### config.mk
export PLATFORM = sky130hd
export DESIGN_NAME = gbn_ctrl
export DESIGN_NICKNAME = d
export VERILOG_FILES = /design/src/rtl/core/gbn_pkg.sv /design/src/rtl/core/gbn_ctrl.sv
export SDC_FILE = /design/constraint.sdc
export NUM_CORES = 1
export LEC_CHECK = 0
export BUFFER_PORTS_ARGS = -buffer_cell sky130_fd_sc_hd__buf_2
export CELL_PAD_IN_SITES_DETAIL_PLACEMENT = 1
export CELL_PAD_IN_SITES_GLOBAL_PLACEMENT = 1
export CORE_MARGIN = 2
export CORE_UTILIZATION = 37
export CTS_CLUSTER_DIAMETER = 50
export DETAILED_ROUTE_END_ITERATION = 7
export PLACE_DENSITY = 0.83
export SLEW_MARGIN = 25
export SYNTH_ARGS = -nofsm -noshare
export SYNTH_HDL_FRONTEND = slang
export SYNTH_SLANG_ARGS = --single-unit
### constraint.sdc
create_clock -name aclk -period 2.55 [get_ports aclk]
set_input_delay 0.1275 -clock aclk [delete_from_list [all_inputs] [get_ports aclk]]
set_output_delay 0.1275 -clock aclk [all_outputs]
set_load 0.005 [all_outputs]
### src/rtl/core/gbn_pkg.sv
// Package for the greedy box suppression block: widths, constants and the
// command and status bundles between controller and datapath.
// No dependencies.
package gbn_pkg;

    localparam int MAX_BOXES  = 64;
    localparam int IDX_W      = $clog2(MAX_BOXES);
    localparam int CNT_W      = IDX_W + 1;
    localparam int COORD_BITS = 12;
    localparam int SIZE_BITS  = COORD_BITS - 1;
    localparam int SCORE_BITS = 16;
    localparam int GEOM_W     = 2 * COORD_BITS + 2 * SIZE_BITS;
    localparam int AREA_W     = 2 * SIZE_BITS;
    localparam int UNI_W      = AREA_W + 1;
    localparam int THR_W      = 16;
    localparam int PROD_W     = UNI_W + THR_W;

    // Configuration register indexes.
    localparam logic REG_SCORE_THR   = 1'b0;
    localparam logic REG_OVERLAP_THR = 1'b1;

    // Reset values of the configuration registers.
    localparam logic [THR_W-1:0] SCORE_THR_RST   = 16'd16384;
    localparam logic [THR_W-1:0] OVERLAP_THR_RST = 16'd29491;

    // Commands from the controller to the datapath.
    typedef struct packed {
        logic             load;       // an input item is accepted this cycle
        logic             scan_start; // clear the best candidate
        logic             scan_issue; // read the score store at addr
        logic             iou_issue;  // read the geometry store at addr for overlap
        logic [IDX_W-1:0] addr;
        logic             keep;       // keep the best candidate
        logic             out_load;   // load the output register
        logic             out_final;  // output register gets the closing item
        logic             clear_set;  // reset per-set state
    } cmd_t;

    // Status from the datapath to the controller.
    typedef struct packed {
        logic [CNT_W-1:0] count;
        logic             pipe_busy;
        logic             best_valid;
        logic             best_ok;
        logic             pending_valid;
        logic             out_free;
    } status_t;

endpackage

### src/rtl/core/gbn_ctrl.sv
// Controller of the greedy box suppression block: loading, candidate search,
// overlap sweeps and the closing result.
// Depends on gbn_pkg.
module gbn_ctrl (
    input  logic             aclk,
    input  logic             aresetn,
    input  logic             in_valid,
    input  logic             in_last,
    output logic             in_ready,
    input  gbn_pkg::status_t status,
    output gbn_pkg::cmd_t    cmd
);
    import gbn_pkg::*;

    localparam logic [2:0] ST_LOAD       = 3'd0;
    localparam logic [2:0] ST_SCAN       = 3'd1;
    localparam logic [2:0] ST_SCAN_DRAIN = 3'd2;
    localparam logic [2:0] ST_KEEP       = 3'd3;
    localparam logic [2:0] ST_IOU        = 3'd4;
    localparam logic [2:0] ST_IOU_DRAIN  = 3'd5;
    localparam logic [2:0] ST_FINISH     = 3'd6;

    logic [2:0]       state_reg, state_next;
    logic [CNT_W-1:0] cnt_reg, cnt_next;
    logic             accept;
    logic             issue_more;

    assign in_ready   = state_reg == ST_LOAD;
    assign accept     = in_valid && in_ready;
    assign issue_more = cnt_reg < status.count;

    // Next state, sweep counter and commands.
    always_comb begin
        state_next     = state_reg;
        cnt_next       = cnt_reg;
        cmd            = '0;
        cmd.addr       = cnt_reg[IDX_W-1:0];
        cmd.load       = accept;
        unique case (state_reg)
            ST_LOAD: begin
                if (accept && in_last) begin
                    cmd.scan_start = 1'b1;
                    cnt_next       = '0;
                    state_next     = ST_SCAN;
                end
            end
            ST_SCAN: begin
                cmd.scan_issue = 1'b1;
                cnt_next       = cnt_reg + 1'b1;
                if (!(cnt_reg + 1'b1 < status.count)) begin
                    state_next = ST_SCAN_DRAIN;
                end
            end
            ST_SCAN_DRAIN: begin
                if (!status.pipe_busy) begin
                    state_next = (status.best_valid && status.best_ok) ? ST_KEEP : ST_FINISH;
                end
            end
            ST_KEEP: begin
                if (status.out_free) begin
                    cmd.keep     = 1'b1;
                    cmd.out_load = status.pending_valid;
                    cnt_next     = '0;
                    state_next   = ST_IOU;
                end
            end
            ST_IOU: begin
                cmd.iou_issue = issue_more;
                cnt_next      = cnt_reg + 1'b1;
                if (!(cnt_reg + 1'b1 < status.count)) begin
                    state_next = ST_IOU_DRAIN;
                end
            end
            ST_IOU_DRAIN: begin
                if (!status.pipe_busy) begin
                    cmd.scan_start = 1'b1;
                    cnt_next       = '0;
                    state_next     = ST_SCAN;
                end
            end
            ST_FINISH: begin
                if (status.out_free) begin
                    cmd.out_load  = 1'b1;
                    cmd.out_final = 1'b1;
                    cmd.clear_set = 1'b1;
                    state_next    = ST_LOAD;
                end
            end
            default: begin
                state_next = ST_LOAD;
            end
        endcase
    end

    always_ff @(posedge aclk) begin
        if (!aresetn) begin
            state_reg <= ST_LOAD;
            cnt_reg   <= '0;
        end else begin
            state_reg <= state_next;
            cnt_reg   <= cnt_next;
        end
    end

endmodule

After elaboration in Yosys (flattened, before gate mapping)
Index checks and enable logic that the tools add are counted.
{"block": "totals", "wordCells": 49, "out_inout_bits": 15, "register_bits": 10, "input_bits": 16}
{"block": "classes", "n_mux": 23, "eq_ne": 13, "n_addsub": 1, "reduce_logical": 8, "n_lt_le_gt_ge": 2}
{"cell": "$pmux W7 S4", "count": 1}
{"cell": "$mux W3", "count": 9}
{"cell": "$mux W7", "count": 3}
{"cell": "$pmux W3 S7", "count": 1}
{"cell": "$lt A7 B7 Y1", "count": 2}
{"cell": "$ne A2 B2 Y1 const B", "count": 6}
{"cell": "$eq A3 B3 Y1 const B", "count": 3}
{"cell": "$add A7 B1 Y7 const B", "count": 1}
{"cell": "$reduce_and A7 Y1", "count": 1}
{"cell": "$eq A3 B2 Y1 const B", "count": 2}
{"cell": "$mux W1", "count": 5}
{"cell": "$mux W2", "count": 2}
{"cell": "$pmux W1 S2", "count": 2}
{"cell": "$reduce_and A4 Y1", "count": 1}
{"cell": "$reduce_bool A4 Y1", "count": 1}
{"cell": "$eq A3 B1 Y1 const B", "count": 1}
{"cell": "$logic_and A1 B1 Y1", "count": 3}
{"cell": "$logic_not A3 Y1", "count": 1}
{"cell": "$ne A2 B1 Y1 const B", "count": 1}
{"cell": "$reduce_or A2 Y1", "count": 1}

Logic depth before layout (Yosys ltp)
Gate-level depths: netlist of the first run.
{"block": "depth", "ltp_word": 5, "mapped_depth": 10}

Worst setup path after synthesis of the first run
OpenSTA, ideal clock, no wires.
{"block": "synth_timing", "kind": "reg-to-reg", "start": "reg cnt_reg[0]", "end": "reg state_reg[2]", "path_slack_ns": 0.357, "setup_ns": 0.119, "n_path_buf": 0, "t_required_ns": 2.431, "stages_incl_launch_ff": 11, "arrival_time_ns": 2.074, "path_cell_list": "dfxtp_1 -> ha_1 -> nand3_1 -> nor2_1 -> xor2_1 -> ha_1 -> nand4_1 -> a211oi_1 -> o311a_4 -> mux2i_1 -> a21boi_1"}
{"block": "synth_via", "elab_chain_len": 4, "elab_cells_between_ends": 5, "classes_between": "add/sub: 1; order compare: 1; eq/ne: 2; reduce/logical: 1"}
{"item": "from (decl)", "line_no": "gbn_ctrl.sv:24", "text": "logic [CNT_W-1:0] cnt_reg, cnt_next;"}
{"item": "from (signal assigned)", "line_no": "gbn_ctrl.sv:101", "text": "cnt_reg <= cnt_next;"}
{"item": "$add A7 B1 Y7 (*)", "line_no": "gbn_ctrl.sv:50, gbn_ctrl.sv:70"}
{"item": "$lt A7 B7 Y1 (*)", "line_no": "gbn_ctrl.sv:50, gbn_ctrl.sv:70"}
{"item": "$ne A2 B2 Y1 (no source line)"}
{"item": "$reduce_and A7 Y1 (no source line) (*)"}
{"item": "to (signal assigned)", "line_no": "gbn_ctrl.sv:100", "text": "state_reg <= state_next;"}
{"item": "to (decl)", "line_no": "gbn_ctrl.sv:23", "text": "logic [2:0] state_reg, state_next;"}
Mark *: on every way between the ends. The rest lies on a longest branch, timed or not.
A chain may end at the register's enable or synchronous reset.

Final worst setup path of the first run
Ends and elaborated chain as after synthesis.

==> results.json, run 1 <==
{
  "run_status": "finished, final reports clean",
  "yosys_most_used_dff": "dfxtp_1",
  "ys_async_sr_fraction_pct": 0,
  "pin_count": 31,
  "final_hold_viol_count": 0,
  "cp_num_buf_inv": 0,
  "whs_path_depth": 2,
  "synth_seq_cells": 10,
  "synth.top_cells.by_count": "13 x ha_1, 11 x nor2_1, 10 x dfxtp_1",
  "total_area_of_multi_input_combinational_cells_um2": 762.0,
  "ys_seq_area_share_pct": 18.65,
  "slew-limit-headroom_pct": 62.49,
  "detail_route.drc_violations": 0,
  "clockRootBuffer": "clkbuf_4",
  "synth.largest_area_cell": "dfxtp_1",
  "worstSetupEndpointType": "flop",
  "chipHeight_um": 57.87,
  "gp_routability_congestion": 0.8038,
  "detail_route.wl_per_cell_um": 15.10,
  "synth_cell_type_count": 45,
  "clkLatencyLatePin_ps": 260,
  "max_slew.worst_pin.slew_ps": 561.9,
  "detail_route.vias_per_cell": 5.522,
  "cts_max_path_buffers": 2,
  "synthDominantCellAreaShare_pct": 18.65,
  "route.final.wire_length_um": 2778,
  "pwr_density_cell_nw_per_um2": 754.0,
  "leakage_nw": 0.6063,
  "seqCellArea_um2": 202.7,
  "fin_tns_setup_ps": 0,
  "cts_sinks": 10,
  "tritoncts": "yes",
  "total_track_usage_pct": 17.76,
  "fin_crit_ps": 2355,
  "htree_levels": 1,
  "cap_violations": 0,
  "cp_top_family": "compound AO/OA/AOI/OAI gates",
  "grt_max_degree": 17,
  "worstHoldStart": "aresetn",
  "nets": 183,
  "skew_ps": 0.8668,
  "hpwl_um": 2257,
  "first_pass_iters": 4,
  "max_reg_flops": 7,
  "final_min_period_over_clock_period_pct": 92.35,
  "worst_r2r_path_depth": 10,
  "finalNonFillerCells": 184,
  "starting_density_of_the_core_pct": 38.93,
  "synth_most_common_cell": "ha_1",
  "cts_repair_resize_count": 0,
  "hold_buffers": 0,
  "floorplan.rows": 19,
  "synthTopCellsByArea": "dfxtp_1 19%, ha_1 15%, buf_4 5.6%, nor2_1 3.8%, nand2_1 3.1%",
  "report.final.setup_viol": 0,
  "start_kind": "flop",
  "worst-path-stages": 10,
  "grt_pass1_wl_um": 4705,
  "worst_ep_required_time_ps": 2750,
  "area_delta_synth_final_pct": 13.64,
  "diodes_inserted": 0,
  "grt_setup_unrepaired": "false",
  "syn_nets": 161,
  "drv_slew": 0,
  "max_incr_delay_on_cp_ps": 390,
  "cts_buffers": 3,
  "rr_startpoint": "cnt_reg[0]$_SDFFE_PN0P_",
  "peakVddDrop_mv": 0.5112,
  "dpl.cell_count": 180,
  "critical-path-slowest-cell": "dfxtp_2",
  "drtIter0Drc": 16,
  "synthesis.yosys.warnings": 0,
  "floorplan.die_area_um2": 3348,
  "grt.overflow.total": 0,
  "worst-path-max-fanout": 7,
  "hp-class": "in -> reg",
  "cts.repair_timing.setup_buffer_count": 0,
  "ant_nets": 0,
  "setup_ws_ps": 195.2,
  "path_class": "reg -> reg",
  "ordered_cell_list_for_the_critical_path": "ha_2, nand3_1, nor2_2, xor2_1, ha_1, nand4_1, a211oi_2, o311a_4, mux2i_1, a21boi_1",
  "power.total_uw": 919.8,
  "dr_total_vias": 1016,
  "number_of_antenna_violations_at_the_first_check_in_global_routing": 0,
  "setup.worst_path.start": "cnt_reg[0]$_SDFFE_PN0P_",
  "post-route-util_pct": 44.24,
  "core_region_area_um2": 2758,
  "synth-edff-count": 0,
  "place_ws_ps": 92.90,
  "filler_cell_count": 349,
  "synthesized_area_divided_by_synthesized_cell_count_um2": 8.133,
  "first_global_vias": 1067,
  "portBuffers": 30,
  "cts.reportedPaths.clkPinSlew_ps": 60,
  "syn-instance-count": 132,
  "die_width_um": 57.87,
  "max_clock_freq_mhz": 424.7,
  "final_layout_size_suffix_gt1_share_pct": 33.33,
  "r2r_setup_slack_ps": 200,
  "signal_arrival_time_at_the_worst_endpoint_ps": 2550,
  "syn_area_um2": 1074
}
through the flow:
step	cell area [um2]	hold slack (ps)
floorplan	1074	278.1
global placement	1166	472.4
detailed placement	1166	467.8
CTS	1202	184.6
global route	1220	201.4
finish	1220	187.8
placed cells by master (no fill, tap or decap), types with 2 or more instances in the layout:
master / count
o21ai_0: 5
nand3_1: 3
buf_2: 30
clkbuf_4: 3
and3_2: 2
a31oi_1: 2
or3_1: 2
inv_1: 8
xor2_1: 3
o21ai_2: 2
nor2_1: 10
dfxtp_1: 8
a21oi_1: 5
a22oi_1: 3
nor2b_1: 4
a21boi_1: 3
nor3_1: 3
ha_1: 12
nand3b_1: 3
dfxtp_2: 2
nand2_1: 9
a21o_1: 3
xnor2_1: 2
worst register-to-register path, stage by stage, from the launching register on:
cell and delay (ps):
dfxtp_2 390, ha_2 240, nand3_1 170, nor2_2 160
xor2_1 210, ha_1 280, nand4_1 120, a211oi_2 60
o311a_4 390, mux2i_1 120, a21boi_1 150
cell families (layout without fill, tap and decap cells):
family	count (synthesis)	in the layout	synth area share (%)
mux	1	1	0.9324
compound gates	33	33	23.31
xor+xnor	6	6	5.596
simple gates	48	48	24.59
flops	10	10	18.65
buf+inv	21	42	11.77
fa+ha+maj	13	13	15.15
worst paths after layout:
check / endpoint
max: state_reg[2]$_SDFFE_PN0P_
max reg2reg: state_reg[2]$_SDFFE_PN0P_
min: state_reg[0]$_SDFFE_PN0P_
min reg2reg: cnt_reg[0]$_SDFFE_PN0P_
area by class of cell:
class                   count  share of cell area [%]
multi-input cells         101                   62.46
well taps                  31                   3.179
inverters                   8                   2.462
flip-flops and latches     10                   16.62
clock buffers               4                   2.974
repair buffers             30                   12.31
power breakdown:
group	internal, mW	switching [mW]
combinational	0.240	0.274
clock	0.0866	0.0540
sequential	0.186	0.0786
total	0.513	0.406
per-layer routing:
layer | part of all wire [%] | track usage (%) | vias up
met2 | 51 | 32.47 | 23
li1 | - | - | 504
met1 | 44 | 21.84 | 483
met4 | 1.4 | 1.661 | 0
met5 | 0 | 0 | -
met3 | 3.4 | 4.241 | 6
(Power assumes the default switching activity.)
==> run 2: changes to the inputs <==
--- a/config.mk
+++ b/config.mk
@@ -8,6 +8,7 @@
 export BUFFER_PORTS_ARGS = -buffer_cell sky130_fd_sc_hd__buf_2
 export CELL_PAD_IN_SITES_DETAIL_PLACEMENT = 1
 export CELL_PAD_IN_SITES_GLOBAL_PLACEMENT = 1
+export CORE_ASPECT_RATIO = 0.8
 export CORE_MARGIN = 2
 export CORE_UTILIZATION = 37
 export CTS_CLUSTER_DIAMETER = 50
==> run 2 against run 1 <==
Fmax down 2.6%. Critical path type unchanged. Setup slack worse by 62 ps. Count of clock-buffer cells in the layout unchanged. Combinational power up 1%. Wire length up 5.3%. Via count down 0.39%. Critical endpoint unchanged. Highest routed layer unchanged. Design area up 1.7%.
==> results.json, run 2 (same netlist as run 1, synthesis figures left out) <==
{
  "pin_count": 31,
  "detail_route.drc_violations": 0,
  "worst_ep_required_time_ps": 2710,
  "final_layout_size_suffix_gt1_share_pct": 34.64,
  "number_of_antenna_violations_at_the_first_check_in_global_routing": 0,
  "layout.cells.most_common_list": "30 x buf_2, 12 x ha_1, 10 x nor2_1",
  "grt_pass1_wl_um": 4554,
  "filler_cell_count": 343,
  "grt_max_degree": 17,
  "grt.overflow.total": 0,
  "chipHeight_um": 52.18,
  "grt_setup_unrepaired": "false",
  "cts.reportedPaths.clkPinSlew_ps": 80,
  "worst-path-max-fanout": 7,
  "report.final.setup_viol": 0,
  "worstHoldStart": "aresetn",
  "critical-path-slowest-cell": "dfxtp_2",
  "nets": 183,
  "hpwl_um": 2311,
  "path_class": "reg -> reg",
  "area_delta_synth_final_pct": 15.62,
  "max_reg_flops": 7,
  "fin_tns_setup_ps": 0,
  "total_track_usage_pct": 17.58,
  "worstSetupEndpointType": "flop",
  "detail_route.vias_per_cell": 5.298,
  "tritoncts": "yes",
  "cts_max_path_buffers": 2,
  "first_global_vias": 983,
  "ant_nets": 0,
  "start_kind": "flop",
  "leakage_nw": 0.6067,
  "post-route-util_pct": 44.89,
  "comb_power_share_pct": 55.7,
  "diodes_inserted": 0,
  "max_incr_delay_on_cp_ps": 390,
  "portBuffers": 30,
  "floorplan.rows": 17,
  "max_clock_freq_mhz": 413.8,
  "skew_ps": 7.018,
  "floorplan.die_area_um2": 3351,
  "cts_sinks": 10,
  "peakVddDrop_mv": 0.3469,
  "p_sw_share_pct": 45.05,
  "first_pass_iters": 4,
  "fin_crit_ps": 2417,
  "slew-limit-headroom_pct": 63.57,
  "max_slew.worst_pin.slew_ps": 545.6,
  "rr_startpoint": "cnt_reg[0]$_SDFFE_PN0P_",
  "p_seq_share_pct": 28.6,
  "htree_levels": 1,
  "die_width_um": 64.22,
  "hp-class": "in -> reg",
  "detail_route.wl_per_cell_um": 15.32,
  "cts.repair_timing.setup_buffer_count": 0,
  "place_ws_ps": 119.9,
  "p_int_uw": 513.5,
  "core_region_area_um2": 2765,
  "gp_routability_congestion": 0.8087,
  "cts_repair_resize_count": 0,
  "ordered_cell_list_for_the_critical_path": "ha_2, nand3_1, nor2_2, xor2_2, ha_1, nand4_1, a211oi_2, o311a_4, mux2i_1, a21boi_1",
  "route.final.wire_length_um": 2926,
  "cap_violations": 0,
  "starting_density_of_the_core_pct": 38.82,
  "cts_buffers": 3,
  "run_status": "finished, final reports clean",
  "power.total_uw": 934.4,
  "dpl-instance-area_um2": 1175,
  "drv_slew": 0,
  "postLayoutCellArea_um2": 1241,
  "pwr_density_cell_nw_per_um2": 752.8,
  "clockRootBuffer": "clkbuf_4",
  "final_min_period_over_clock_period_pct": 94.78,
  "final_common_cell": "buf_2",
  "p_clk_share_pct": 15.7,
  "drtIter0Drc": 18,
  "signal_arrival_time_at_the_worst_endpoint_ps": 2570,
  "setup.worst_path.start": "cnt_reg[0]$_SDFFE_PN0P_",
  "clkLatencyLatePin_ps": 270,
  "final_hold_viol_count": 0,
  "hold_buffers": 0,
  "dr_total_vias": 1012,
  "total_switching_power_uw": 420.9,
  "setup_ws_ps": 133.1
}
-- run 2: cell counts in the layout (fill, tap and decap cells not counted) --
No cell type changed its count.
-- run 2: path summary, 6_finish.rpt --
| check | end | cells after the start | slack, ps |
|---|---|---|---|
| setup / recovery | state_reg[2]$_SDFFE_PN0P_ | 10 | 130 |
| hold / removal | state_reg[0]$_SDFFE_PN0P_ | 2 | 190 |
| setup reg to reg | state_reg[2]$_SDFFE_PN0P_ | 10 | 130 |
| hold reg to reg | cnt_reg[0]$_SDFFE_PN0P_ | 2 | 590 |
-- run 2: worst max-delay path: cells and delay by family, from the launching register on --
| family | cells | cell delay [ps] |
|---|---|---|
| AND/OR/NAND/NOR | 3 | 560 |
| AO/OA/AOI/OAI | 3 | 560 |
| adder cells (fa/ha/maj) | 2 | 520 |
| flip-flops | 1 | 390 |
| multiplexers | 1 | 180 |
| XOR/XNOR | 1 | 90 |
-- run 2: routing by layer --
metal	GRT usage [%]	part of all wire (%)
met3	2.796	3.1
met5	0	0
met4	3.191	0.75
met1	22.35	47
met2	31.94	49
-- run 2: final cells by class --
| type | instances | area [um2] | area share (%) |
|---|---|---|---|
| multi-input combinational | 101 | 774.5 | 62.40 |
| sequential | 10 | 202.7 | 16.33 |
| timing repair buffer | 30 | 150.1 | 12.10 |
| tap | 38 | 47.55 | 3.831 |
| clock buffer | 4 | 36.28 | 2.923 |
| inverter | 8 | 30.03 | 2.419 |
-- run 2: power groups by stage --
stage	logic [mW]	clock network [mW]	registers (mW)
2_1_floorplan	0.446	0	0.213
3_3_place_gp	0.484	0	0.260
3_5_place_dp	0.509	0	0.264
4_1_cts	0.512	0.150	0.261
5_1_grt	0.581	0.161	0.275
6_report	0.521	0.147	0.267
-- run 2: stage by stage --
stage	hold slack, ps	cells
after global placement	460.3	187
after floorplan	278.1	132
after CTS	190.9	191
after global routing	189.9	191
final	190.5	191
after detailed placement	480.5	187
